--- src/sv/sbnh_pkg.sv ---
// ----------------------------------------------------------------------------
// Swept box nearest hit package
// Shared widths, constants and register indexes.
// ----------------------------------------------------------------------------
package sbnh_pkg;
	localparam int COORD_WIDTH_DEF = 32;
	localparam int ID_WIDTH_DEF    = 16;
	localparam int TIME_W = 17;
	localparam int NORM_W = 18;
	localparam int CFG_IDX_W = 3;

	localparam logic [TIME_W-1:0] TIME_LIMIT = 17'd65543;
	localparam logic signed [NORM_W-1:0] NORM_POS  = 18'sd65536;
	localparam logic signed [NORM_W-1:0] NORM_NEG  = -18'sd65536;
	localparam logic signed [NORM_W-1:0] NORM_DIAG = 18'sd46341;
	localparam int EPS_Q = 7;

	localparam logic [CFG_IDX_W-1:0] REG_MOVER_LOWER_X = 3'd0;
	localparam logic [CFG_IDX_W-1:0] REG_MOVER_LOWER_Y = 3'd1;
	localparam logic [CFG_IDX_W-1:0] REG_MOVER_UPPER_X = 3'd2;
	localparam logic [CFG_IDX_W-1:0] REG_MOVER_UPPER_Y = 3'd3;
	localparam logic [CFG_IDX_W-1:0] REG_MOVE_X        = 3'd4;
	localparam logic [CFG_IDX_W-1:0] REG_MOVE_Y        = 3'd5;
endpackage

--- src/sv/sbnh_if.sv ---
// ----------------------------------------------------------------------------
// Swept box nearest hit channels
// Obstacle input, result output and configuration write channels.
// ----------------------------------------------------------------------------
interface sbnh_in_if #(parameter int CW = 32, parameter int IW = 16);
	logic valid;
	logic ready;
	logic signed [CW-1:0] obstacle_lower_x;
	logic signed [CW-1:0] obstacle_lower_y;
	logic signed [CW-1:0] obstacle_upper_x;
	logic signed [CW-1:0] obstacle_upper_y;
	logic [IW-1:0] obstacle_id;
	logic is_self;
	logic scan_start;
	modport source (output valid, obstacle_lower_x, obstacle_lower_y, obstacle_upper_x,
		obstacle_upper_y, obstacle_id, is_self, scan_start, input ready);
	modport sink (input valid, obstacle_lower_x, obstacle_lower_y, obstacle_upper_x,
		obstacle_upper_y, obstacle_id, is_self, scan_start, output ready);
endinterface

interface sbnh_out_if #(parameter int IW = 16);
	logic valid;
	logic ready;
	logic [16:0] item_time;
	logic any_hit;
	logic [IW-1:0] nearest_id;
	logic [16:0] nearest_time;
	logic signed [17:0] nearest_normal_x;
	logic signed [17:0] nearest_normal_y;
	modport source (output valid, item_time, any_hit, nearest_id, nearest_time,
		nearest_normal_x, nearest_normal_y, input ready);
	modport sink (input valid, item_time, any_hit, nearest_id, nearest_time,
		nearest_normal_x, nearest_normal_y, output ready);
endinterface

interface sbnh_cfg_if #(parameter int CW = 32);
	logic valid;
	logic ready;
	logic [2:0] index;
	logic [CW-1:0] data;
	modport source (output valid, index, data, input ready);
	modport sink (input valid, index, data, output ready);
endinterface

--- src/sv/swept_box_nearest_hit.sv ---
// ----------------------------------------------------------------------------
// Swept box nearest hit
// Swept 2-D box against obstacle boxes, keeping the nearest hit of a scan.
// ----------------------------------------------------------------------------
// Channel  | Dir | Beat contents
// obs      | in  | obstacle box, id, self and scan start flags
// res      | out | item time and nearest-hit record
// cfg      | in  | register index and data
//
// An item goes through the accept, then for each axis the shared restoring
// divider (a set-up step, then one quotient bit a cycle), a step to pick
// the time, the moved-distance multiply for x then y, the check and the
// result beat. A self item skips to the result beat. arst_n clears the record,
// state and mover registers. The block takes no item while one is in progress
// or its result waits on res.ready. Configuration writes are always accepted.
module swept_box_nearest_hit
	import sbnh_pkg::*;
#(
	parameter int COORD_WIDTH = COORD_WIDTH_DEF,
	parameter int ID_WIDTH    = ID_WIDTH_DEF
) (
	input logic clk,
	input logic arst_n,
	sbnh_in_if.sink   obs,
	sbnh_out_if.source res,
	sbnh_cfg_if.sink  cfg
);
	localparam int CW = COORD_WIDTH;
	localparam int XW = CW + 2;
	localparam int MW = CW + TIME_W;

	localparam logic [2:0] ST_IDLE = 3'd0;
	localparam logic [2:0] ST_DIV  = 3'd1;
	localparam logic [2:0] ST_MULX = 3'd2;
	localparam logic [2:0] ST_MULY = 3'd3;
	localparam logic [2:0] ST_CHK  = 3'd4;
	localparam logic [2:0] ST_OUT  = 3'd5;

	logic [2:0] state_q;
	logic signed [CW-1:0] mlx_q, mly_q, mux_q, muy_q, mvx_q, mvy_q;
	logic signed [CW-1:0] blx_q, bly_q, bux_q, buy_q;
	logic [ID_WIDTH-1:0] id_q;
	logic axis_q;
	logic [4:0] step_q;
	logic [XW-1:0] rem_q, dvs_q;
	logic [TIME_W-1:0] quo_q, qx_q, qy_q;
	logic vx_q, vy_q, ok_q;
	logic [TIME_W-1:0] t_q;
	logic signed [MW+1:0] dx_q, dy_q;
	logic [TIME_W-1:0] best_time_q, item_time_q;
	logic [ID_WIDTH-1:0] best_id_q;
	logic signed [NORM_W-1:0] best_nx_q, best_ny_q;
	logic hit_q;

	assign cfg.ready = 1'b1;
	assign obs.ready = (state_q == ST_IDLE);
	assign res.valid = (state_q == ST_OUT);
	assign res.item_time = item_time_q;
	assign res.any_hit = hit_q;
	assign res.nearest_id = best_id_q;
	assign res.nearest_time = best_time_q;
	assign res.nearest_normal_x = best_nx_q;
	assign res.nearest_normal_y = best_ny_q;

	always_ff @(posedge clk or negedge arst_n) begin
		if (!arst_n) begin
			mlx_q <= '0; mly_q <= '0; mux_q <= '0; muy_q <= '0; mvx_q <= '0; mvy_q <= '0;
		end else if (cfg.valid) begin
			unique case (cfg.index)
				REG_MOVER_LOWER_X: mlx_q <= cfg.data;
				REG_MOVER_LOWER_Y: mly_q <= cfg.data;
				REG_MOVER_UPPER_X: mux_q <= cfg.data;
				REG_MOVER_UPPER_Y: muy_q <= cfg.data;
				REG_MOVE_X:        mvx_q <= cfg.data;
				REG_MOVE_Y:        mvy_q <= cfg.data;
				default: ;
			endcase
		end
	end

	// Axis set-up: gap and offset magnitudes for the divider.
	logic signed [CW-1:0] a_lo, a_hi, b_lo, b_hi, mv;
	logic signed [CW:0] gap;
	logic [XW-1:0] ag, am;
	logic setup_ok;
	always_comb begin
		a_lo = axis_q ? mly_q : mlx_q;
		a_hi = axis_q ? muy_q : mux_q;
		b_lo = axis_q ? bly_q : blx_q;
		b_hi = axis_q ? buy_q : bux_q;
		mv   = axis_q ? mvy_q : mvx_q;
		gap  = (mv > 0) ? (CW+1)'(b_lo) - (CW+1)'(a_hi) : (CW+1)'(b_hi) - (CW+1)'(a_lo);
		ag   = gap[CW] ? XW'(-gap) : XW'(gap);
		am   = mv[CW-1] ? XW'(-(CW+1)'(mv)) : XW'((CW+1)'(mv));
		setup_ok = (mv != 0) && (gap != 0) && ((gap > 0) == (mv > 0))
			&& (ag < {am[XW-2:0], 1'b0});
	end

	// Shared restoring divider step.
	logic [XW-1:0] rem_sh;
	logic rem_ge;
	assign rem_sh = {rem_q[XW-2:0], 1'b0};
	assign rem_ge = rem_sh >= dvs_q;

	// Moved distance: one axis a cycle on a single multiplier.
	logic [CW:0] mag_mv;
	logic [MW:0] prod;
	logic signed [MW+1:0] move_d;
	assign mag_mv = mv[CW-1] ? -(CW+1)'(mv) : (CW+1)'(mv);
	assign prod = (MW+1)'(mag_mv) * (MW+1)'(t_q);
	assign move_d = mv[CW-1] ? -(MW+2)'(prod >> 16) : (MW+2)'(prod >> 16);

	logic signed [MW+3:0] lx, hx, lyv, hyv;
	logic miss;
	always_comb begin
		lx  = (MW+4)'(mlx_q) + (MW+4)'(dx_q);
		hx  = (MW+4)'(mux_q) + (MW+4)'(dx_q);
		lyv = (MW+4)'(mly_q) + (MW+4)'(dy_q);
		hyv = (MW+4)'(muy_q) + (MW+4)'(dy_q);
		miss = (lx > (MW+4)'(bux_q) + (MW+4)'(EPS_Q))
			|| (hx < (MW+4)'(blx_q) - (MW+4)'(EPS_Q))
			|| (lyv > (MW+4)'(buy_q) + (MW+4)'(EPS_Q))
			|| (hyv < (MW+4)'(bly_q) - (MW+4)'(EPS_Q));
	end

	logic [TIME_W-1:0] qfin;
	logic qok;
	assign qfin = {quo_q[TIME_W-2:0], rem_ge};
	assign qok = ok_q && (qfin != '0) && (qfin < TIME_LIMIT);

	logic [TIME_W-1:0] tsel;
	logic signed [NORM_W-1:0] nx, ny;
	always_comb begin
		tsel = '0; nx = '0; ny = '0;
		if (vx_q) begin
			tsel = qx_q;
			nx = (mvx_q > 0) ? NORM_NEG : NORM_POS;
		end
		if (vy_q && qy_q > tsel) begin
			tsel = qy_q;
			nx = '0;
			ny = (mvy_q > 0) ? NORM_NEG : NORM_POS;
		end
		if (vx_q && vy_q && qx_q == qy_q) begin
			nx = NORM_DIAG;
			ny = NORM_DIAG;
		end
	end

	always_ff @(posedge clk or negedge arst_n) begin
		if (!arst_n) begin
			state_q <= ST_IDLE;
			best_time_q <= TIME_LIMIT;
			best_id_q <= '0;
			best_nx_q <= '0;
			best_ny_q <= '0;
			hit_q <= 1'b0;
			item_time_q <= '0;
			axis_q <= 1'b0;
			step_q <= '0;
		end else begin
			unique case (state_q)
				ST_IDLE: if (obs.valid) begin
					blx_q <= obs.obstacle_lower_x;
					bly_q <= obs.obstacle_lower_y;
					bux_q <= obs.obstacle_upper_x;
					buy_q <= obs.obstacle_upper_y;
					id_q  <= obs.obstacle_id;
					item_time_q <= '0;
					if (obs.scan_start) begin
						best_time_q <= TIME_LIMIT;
						best_id_q <= '0;
						best_nx_q <= '0;
						best_ny_q <= '0;
						hit_q <= 1'b0;
					end
					axis_q <= 1'b0;
					step_q <= '0;
					state_q <= obs.is_self ? ST_OUT : ST_DIV;
				end
				ST_DIV: begin
					if (step_q == 5'd0) begin
						ok_q  <= setup_ok;
						dvs_q <= am;
						quo_q <= TIME_W'(ag >= am);
						rem_q <= (ag >= am) ? ag - am : ag;
						step_q <= 5'd1;
					end else begin
						rem_q <= rem_ge ? rem_sh - dvs_q : rem_sh;
						quo_q <= qfin;
						if (step_q == 5'd16) begin
							step_q <= '0;
							if (!axis_q) begin
								qx_q <= qfin; vx_q <= qok; axis_q <= 1'b1;
							end else begin
								qy_q <= qfin; vy_q <= qok; axis_q <= 1'b0;
							end
						end else begin
							step_q <= step_q + 5'd1;
						end
						if (step_q == 5'd16 && axis_q) begin
							state_q <= ST_MULX;
						end
					end
				end
				ST_MULX: begin
					t_q <= tsel;
					axis_q <= 1'b0;
					state_q <= ST_MULY;
				end
				ST_MULY: begin
					// axis_q selects mv; x distance first, then y.
					if (!axis_q) begin
						dx_q <= move_d; axis_q <= 1'b1;
					end else begin
						dy_q <= move_d; axis_q <= 1'b0; state_q <= ST_CHK;
					end
				end
				ST_CHK: begin
					if (t_q != '0 && !miss) begin
						item_time_q <= t_q;
						if (t_q < best_time_q) begin
							best_time_q <= t_q;
							best_id_q <= id_q;
							best_nx_q <= nx;
							best_ny_q <= ny;
							hit_q <= 1'b1;
						end
					end
					state_q <= ST_OUT;
				end
				ST_OUT: if (res.ready) state_q <= ST_IDLE;
				default: state_q <= ST_IDLE;
			endcase
		end
	end

	assert property (@(posedge clk) disable iff (!arst_n)
		obs.ready |-> !res.valid) else $error("accept while result pending");
	assert property (@(posedge clk) disable iff (!arst_n)
		hit_q |-> best_time_q < TIME_LIMIT) else $error("hit without time");
	assert property (@(posedge clk) disable iff (!arst_n)
		!hit_q |-> best_time_q == TIME_LIMIT) else $error("record not clear");
	assert property (@(posedge clk) disable iff (!arst_n)
		res.valid && !res.ready |=> res.valid) else $error("result dropped");
endmodule

--- src/flat_wrapper.sv ---
// flat-port wrapper written by rule: the top's interface ports become plain ports
module swept_box_nearest_hit_flat import sbnh_pkg::*;
#(
	parameter int COORD_WIDTH = COORD_WIDTH_DEF,
	parameter int ID_WIDTH    = ID_WIDTH_DEF
)
  (clk, arst_n, obs_valid, obs_obstacle_lower_x, obs_obstacle_lower_y, obs_obstacle_upper_x, obs_obstacle_upper_y, obs_obstacle_id, obs_is_self, obs_scan_start, obs_ready, res_valid, res_item_time, res_any_hit, res_nearest_id, res_nearest_time, res_nearest_normal_x, res_nearest_normal_y, res_ready, cfg_valid, cfg_index, cfg_data, cfg_ready);
  sbnh_in_if #(.CW((32)), .IW((16))) obs_i ();
  sbnh_out_if #(.IW((16))) res_i ();
  sbnh_cfg_if #(.CW((32))) cfg_i ();
  input logic clk;
  input logic arst_n;
  input wire logic [$bits(obs_i.valid)-1:0] obs_valid;
  input wire logic [$bits(obs_i.obstacle_lower_x)-1:0] obs_obstacle_lower_x;
  input wire logic [$bits(obs_i.obstacle_lower_y)-1:0] obs_obstacle_lower_y;
  input wire logic [$bits(obs_i.obstacle_upper_x)-1:0] obs_obstacle_upper_x;
  input wire logic [$bits(obs_i.obstacle_upper_y)-1:0] obs_obstacle_upper_y;
  input wire logic [$bits(obs_i.obstacle_id)-1:0] obs_obstacle_id;
  input wire logic [$bits(obs_i.is_self)-1:0] obs_is_self;
  input wire logic [$bits(obs_i.scan_start)-1:0] obs_scan_start;
  output wire logic [$bits(obs_i.ready)-1:0] obs_ready;
  output wire logic [$bits(res_i.valid)-1:0] res_valid;
  output wire logic [$bits(res_i.item_time)-1:0] res_item_time;
  output wire logic [$bits(res_i.any_hit)-1:0] res_any_hit;
  output wire logic [$bits(res_i.nearest_id)-1:0] res_nearest_id;
  output wire logic [$bits(res_i.nearest_time)-1:0] res_nearest_time;
  output wire logic [$bits(res_i.nearest_normal_x)-1:0] res_nearest_normal_x;
  output wire logic [$bits(res_i.nearest_normal_y)-1:0] res_nearest_normal_y;
  input wire logic [$bits(res_i.ready)-1:0] res_ready;
  input wire logic [$bits(cfg_i.valid)-1:0] cfg_valid;
  input wire logic [$bits(cfg_i.index)-1:0] cfg_index;
  input wire logic [$bits(cfg_i.data)-1:0] cfg_data;
  output wire logic [$bits(cfg_i.ready)-1:0] cfg_ready;
  assign obs_i.valid = obs_valid;
  assign obs_i.obstacle_lower_x = obs_obstacle_lower_x;
  assign obs_i.obstacle_lower_y = obs_obstacle_lower_y;
  assign obs_i.obstacle_upper_x = obs_obstacle_upper_x;
  assign obs_i.obstacle_upper_y = obs_obstacle_upper_y;
  assign obs_i.obstacle_id = obs_obstacle_id;
  assign obs_i.is_self = obs_is_self;
  assign obs_i.scan_start = obs_scan_start;
  assign obs_ready = obs_i.ready;
  assign res_valid = res_i.valid;
  assign res_item_time = res_i.item_time;
  assign res_any_hit = res_i.any_hit;
  assign res_nearest_id = res_i.nearest_id;
  assign res_nearest_time = res_i.nearest_time;
  assign res_nearest_normal_x = res_i.nearest_normal_x;
  assign res_nearest_normal_y = res_i.nearest_normal_y;
  assign res_i.ready = res_ready;
  assign cfg_i.valid = cfg_valid;
  assign cfg_i.index = cfg_index;
  assign cfg_i.data = cfg_data;
  assign cfg_ready = cfg_i.ready;
  swept_box_nearest_hit #(.COORD_WIDTH(COORD_WIDTH), .ID_WIDTH(ID_WIDTH)) u_core (.clk(clk), .arst_n(arst_n), .obs(obs_i), .res(res_i), .cfg(cfg_i));
endmodule
--- config.mk ---
export PLATFORM = sky130hd
export DESIGN_NAME = swept_box_nearest_hit_flat
export DESIGN_NICKNAME = d
export VERILOG_FILES = /design/src/sv/sbnh_pkg.sv /design/src/sv/sbnh_if.sv /design/src/sv/swept_box_nearest_hit.sv /design/src/flat_wrapper.sv
export SDC_FILE = /design/constraint.sdc
export NUM_CORES = 2
export LEC_CHECK = 0
export BUFFER_PORTS_ARGS = -buffer_cell sky130_fd_sc_hd__buf_2
export CORE_MARGIN = 5
export CORE_UTILIZATION = 55
export CTS_BUF_LIST = sky130_fd_sc_hd__clkbuf_16
export DETAILED_ROUTE_END_ITERATION = 8
export MAX_ROUTING_LAYER = met4
export PLACE_DENSITY = 0.72
export SLEW_MARGIN = 10
export SYNTH_ARGS = -nofsm -noshare
export SYNTH_HDL_FRONTEND = slang
export SYNTH_SLANG_ARGS = --single-unit
--- constraint.sdc ---
create_clock -name clk -period 15.1 [get_ports clk]
set_input_delay 0 -clock clk [delete_from_list [all_inputs] [get_ports clk]]
set_output_delay 0 -clock clk [all_outputs]
set_load 0.01 [all_outputs]
After elaboration in Yosys (flattened, before gate mapping):

Index checks and enable logic that the tools add are counted.

* bits in registers: 671
* input bits: 186
* output and inout bits: 90
* word-level logic and storage cells: 196

* add/subtract/negate cells: 17
* multiply operators: 1
* $lt $le $gt $ge: 14
* equal/unequal tests: 22
* multiplexer cells: 65
* bitwise logic cells: 2
* reduce and logical (&&, ||, !) cells: 43

Operators by type and width (number)
* 18-bit 2-to-1 mux: 13
* 32-bit by 51-bit adder with 52-bit output: 4
* 33-bit 2-to-1 mux: 5
* 32-bit 2-to-1 mux: 5
* 17-bit 2-to-1 mux: 8
* 53-bit greater-than comparator: 2
* 53-bit less-than comparator: 2
* 32-bit by 1-bit greater-than comparator with 1-bit output (second input constant): 3
* 18-bit case mux with 2 select lines: 2
* 34-bit greater-or-equal comparator: 2
* 34-bit 2-to-1 mux: 2
* 17-bit case mux with 2 select lines: 2
* 32-bit by 4-bit adder with 33-bit output (second input constant): 2
* 32-bit by 32-bit subtractor with 33-bit output: 2
* 32-bit by 4-bit subtractor with 33-bit output (second input constant): 2
* 33-bit subtractor: 2
* 16-bit 2-to-1 mux: 4
* 51-bit 2-to-1 mux: 1
* 34-bit negator with 51-bit output: 1
* 33-bit by 17-bit multiplier with 50-bit output: 1
* 34-bit less-than comparator: 1
* 32-bit negator with 34-bit output: 1
* 33-bit negator with 34-bit output: 1
* 17-bit nonzero test: 2
* other kinds (36): 94

Logic depth before layout (Yosys ltp):

* word-level depth: 9
* gate-level depth with buffers: 42

Least setup slack after synthesis:

OpenSTA, ideal clock, no wires.

* path type: register to register
* start: register u_core.axis_q
* end: register u_core.dx_q[49] (data pin)
* data arrival time: 11.201 ns
* required time: 14.814 ns
* setup slack: 3.613 ns
* stages on the path, launching flop included: 41
* buffers on the path: 9
* cell sequence: dfrtp_1 -> buf_2 -> buf_2 -> buf_1 -> clkbuf_1 -> buf_1 -> mux2i_1 -> clkbuf_1 -> ha_1 -> o221ai_1 -> o21bai_1 -> nor3_1 -> nand2b_1 -> o31ai_1 -> nand2_1 -> xnor2_1 -> clkbuf_1 -> nand2_1 -> (+5 left out) -> fa_1 -> inv_1 -> fa_1 -> inv_1 -> ha_1 -> a21o_1 -> a21o_1 -> a21oi_1 -> and2_1 -> a31oi_1 -> o31ai_1 -> o21bai_1 -> xor2_1 -> or2_2 -> clkbuf_1 -> nor4_2 -> clkbuf_1 -> a31oi_1

* longest elaborated chain between the ends: 6

RTL lines
* start, declared: RTL line swept_box_nearest_hit.sv:43 `logic axis_q;`
* start signal, assigned: RTL line swept_box_nearest_hit.sv:159 `axis_q <= 1'b0;`
* start signal, assigned: RTL line swept_box_nearest_hit.sv:177 `axis_q <= 1'b0;`
* start signal, assigned: RTL line swept_box_nearest_hit.sv:194 `qx_q <= qfin; vx_q <= qok; axis_q <= 1'b1;`
* 32-bit 2-to-1 mux *: RTL line swept_box_nearest_hit.sv:91 `mv = axis_q ? mvy_q : mvx_q;`
* 32-bit negator with 33-bit output: RTL line swept_box_nearest_hit.sv:109 `assign mag_mv = mv[CW-1] ? -(CW+1)'(mv) : (CW+1)'(mv);`
* 33-bit 2-to-1 mux: RTL line swept_box_nearest_hit.sv:109
* 33-bit by 17-bit multiplier with 50-bit output: RTL line swept_box_nearest_hit.sv:110 `assign prod = (MW+1)'(mag_mv) * (MW+1)'(t_q);`
* 34-bit negator with 51-bit output: RTL line swept_box_nearest_hit.sv:111 `assign move_d = mv[CW-1] ? -(MW+2)'(prod >> 16) : (MW+2)'(prod >> 16);`
* 51-bit 2-to-1 mux *: RTL line swept_box_nearest_hit.sv:111
* named net u_core.move_d[49]: RTL line swept_box_nearest_hit.sv:108 `logic signed [MW+1:0] move_d;`
* end signal, assigned: RTL line swept_box_nearest_hit.sv:214 `dx_q <= move_d; axis_q <= 1'b1;`
* end, declared: RTL line swept_box_nearest_hit.sv:49 `logic signed [MW+1:0] dx_q, dy_q;`

Mark *: on every way through the listed nets, which the timed path passes. The rest lies on a longest branch.
A chain may end at the register's enable or synchronous reset.

Final worst setup path:

* start: register u_core.axis_q
* end: register u_core.dx_q[42] (data pin)

The elaborated chain is that of the path after synthesis.

==> flow_summary.ini <==
[outcome]
outcome = completed

[clock_network]
clk_latency_ns = 0.72
h-tree-depth = 3
clockBufferDepth = 3
ctsRootBufferMaster = clkbuf_16
postCtsSetupBuffers = 0
cts-buffers-inserted = 75
clock_sinks = 640
cts_tree = done
clk_pin_slew_worst_paths_ns = 0.07

[route]
wirelength_um = 250100
drt_pre_antenna_iters = 6
vias = 61940
routedWlPerCell_um = 25.44
drtAntennaViolNets = 0
drc = 0
initialDrtViolationCount = 6005
via_per_inst = 6.301

[cells_and_area]
finalNonFillerCells = 9829
final_nets = 9489
area_growth_pct = 12.36
multi_input_area_um2 = 48870
final_area_um2 = 79310
regArea_um2 = 17940
nFillCells = 10590
layout-drive-gt1-share = 0.1012

[worst_setup_path]
path_class = reg2reg
critPathLaunchType = register
cpPeakStageDelay_ns = 0.87
crit_cells = 32
path_buf_inv = 4
critPathCaptureType = register
worstRegToRegCells = 32
path_max_fanout = 49
crit_required_ns = 15.49
crit_family = simple AND/OR/NAND/NOR gates
crit_top_cell = fa_1
crit_slowest_cell = dfrtp_4
arrival_ns = 13.16

[timing]
setup_viol = 0
min_period_ns = 12.77
setup_ws_ns = 2.330
worst_slew_pin_slew_ns = 1.298
drv_slew = 0
fmax_mhz = 78.31
fin_tns_setup_ns = 0
relSlewSlack = 0.1288
grt_setup_unrepaired = false
clock_skew_ns = 0.05505
hold_viol = 0
period_share = 0.8457

[synthesis]
synthSimpleGateAreaFrac = 0.1437
syn-cell-area_um2 = 70590
synth-main-ff-cell = edfxtp_1
synth_seq_cells = 640
synth_top_cell_by_area = edfxtp_1
synth_cell_types = 102
syn_inst = 7623
postSynth.asyncResetShare = 0.4016
syn_area_per_cell_um2 = 9.260
synth-xor-area-share = 0.06378
synth_compound_area_frac = 0.1495
ys_top_cells_by_area = edfxtp_1 16%, fa_1 13%, ha_1 13%
ys_seq_area_frac = 0.2541
synthMuxAreaShare = 0.06611
synth_top_cell_area_share = 0.1629
synth_edf_count = 383
yosysWarnings = 0
synth_top_family_by_area = adder cells
synth-adder-area-share = 0.2641

[floorplanning]
initial_utilization = 0.5536
dieArea_um2 = 135600
core_um2 = 127500
die_h_um = 368.3
num_io_pins = 276
die_w_um = 368.3
rows = 131

[grt]
grt_pass1_vias = 61450
grt_max_degree = 79
antenna_found_initial = 15
grt_overflow = 0
grt_pass1_wl_um = 373100
grtUsageTotal = 0.3709

[place]
hpwl_um = 192500
gp_congestion = 1.026
dp_slack_ns = 2.687
placed_cells = 9400
dpl_cell_area_um2 = 73870
numPortBuffers = 256

[job]
cap_viol_max_count = 0

[min_path]
hold_path.class = in2async
## per-layer routing
metal	vias to the layer above	track usage	part of all wire
li1	27680	-	-
met1	30370	0.4550	0.38
met2	3148	0.5715	0.45
met3	737	0.07735	0.099
met4	0	0.2120	0.071
met5	-	-	0
## sequential cells by signal, indices dropped and copies added, names as in the netlist, 33 cells and up
signal        count
u_core.dvs_q     34
u_core.dx_q      51
u_core.dy_q      51
u_core.rem_q     33
## kinds of logic (layout without fill, tap and decap cells)
family | Yosys count | after routing
AOI/OAI and AO/OA | 1624 | 1624
xor gates and xnor gates | 514 | 514
other | 2 | 55
adders and majority gates | 1208 | 1208
and+or+nand+nor | 2137 | 2137
muxes | 434 | 434
DFF | 640 | 640
buffers and inverters | 1064 | 1555
## cells in the final DEF, fill, tap and decap left out, types with 97 or more instances in the layout
| master | Yosys | final |
|---|---|---|
| ha_1 | 738 | 738 |
| nand3_1 | 154 | 153 |
| o21ai_0 | 280 | 280 |
| xnor2_1 | 323 | 323 |
| nor3_1 | 153 | 147 |
| fa_1 | 470 | 470 |
| nand4_1 | 117 | 117 |
| a21oi_1 | 462 | 460 |
| mux2i_1 | 176 | 175 |
| edfxtp_1 | 383 | 383 |
| dlygate4sd3_1 | 0 | 279 |
| inv_1 | 763 | 769 |
| xor2_1 | 191 | 189 |
| mux2_2 | 258 | 258 |
| nand2_1 | 707 | 707 |
| a21o_1 | 282 | 282 |
| dfrtp_1 | 253 | 252 |
| nor2_1 | 529 | 528 |
| buf_4 | 32 | 97 |
| buf_2 | 12 | 255 |
## worst paths after layout
check / start / slack, ns / to
worst min-delay path: arst_n / 0.006 / u_core.res.nearest_id[10]
worst max-delay path: u_core.axis_q / 2.33 / u_core.dx_q[42]
max in group asynchronous: arst_n / 14.14 / u_core.axis_q
min in group clk: obs_obstacle_upper_y[14] / 0.03 / u_core.buy_q[14]
worst min register to register: u_core.quo_q[11] / 0.50 / u_core.qy_q[12]
worst max register to register: u_core.axis_q / 2.33 / u_core.dx_q[42]
## cell type report
type                            count  area share
Antenna cell                       12   0.0003786
Inverter                          784     0.03710
Multi-Input combinational cell   5960      0.6161
Tap cell                         1662     0.02622
Sequential cell                   640      0.2262
Clock buffer                       79     0.02493
Clock inverter                     58    0.007761
Timing Repair Buffer              634     0.06127
## synthesized netlist by cell type, drive strengths merged, types with 36 or more instances
cell type / instances
edfxtp: 383
clkbuf: 205
a211oi: 86
o31ai: 36
a21o: 283
o21ai: 292
nand2b: 62
a21oi: 463
nor2b: 69
nor3: 153
o211ai: 48
dfrtp: 253
inv: 765
buf: 75
xor2: 191
and2: 65
nand3: 155
nand2: 707
and3: 72
xnor2: 323
a31oi: 60
mux2: 258
nor4: 60
nor2: 530
o21a: 84
mux2i: 176
fa: 470
ha: 738
nand4: 118
o21bai: 63
## stage by stage
| step | hold slack [ns] | util |
|---|---|---|
| 6_report | 0.005563 | 0.6220 |
| 2_1_floorplan | -0.2956 | - |
| 5_1_grt | 0.01315 | 0.6219 |
| 3_5_place_dp | 0.02019 | 0.5793 |
| 4_1_cts | 0.0004739 | 0.6217 |
| 3_3_place_gp | 0.009178 | 0.5792 |
## timing repair
| item | CTS | global route |
|---|---|---|
| hold buffers | 280 | 0 |
| gates resized for setup | 0 | 0 |
| setup endpoints to repair | 0 | 0 |
| endpoints found under the hold margin | 472 | 0 |
## tightest hold or removal path, cell delays in order
cell	delay (ns)
dlygate4sd3_1	0.56
buf_8	0.22
buf_16	0.30
Power is left out: the tool's default activity adds up to more than one toggle a clock period on the data nets, which glitch-free logic cannot reach.
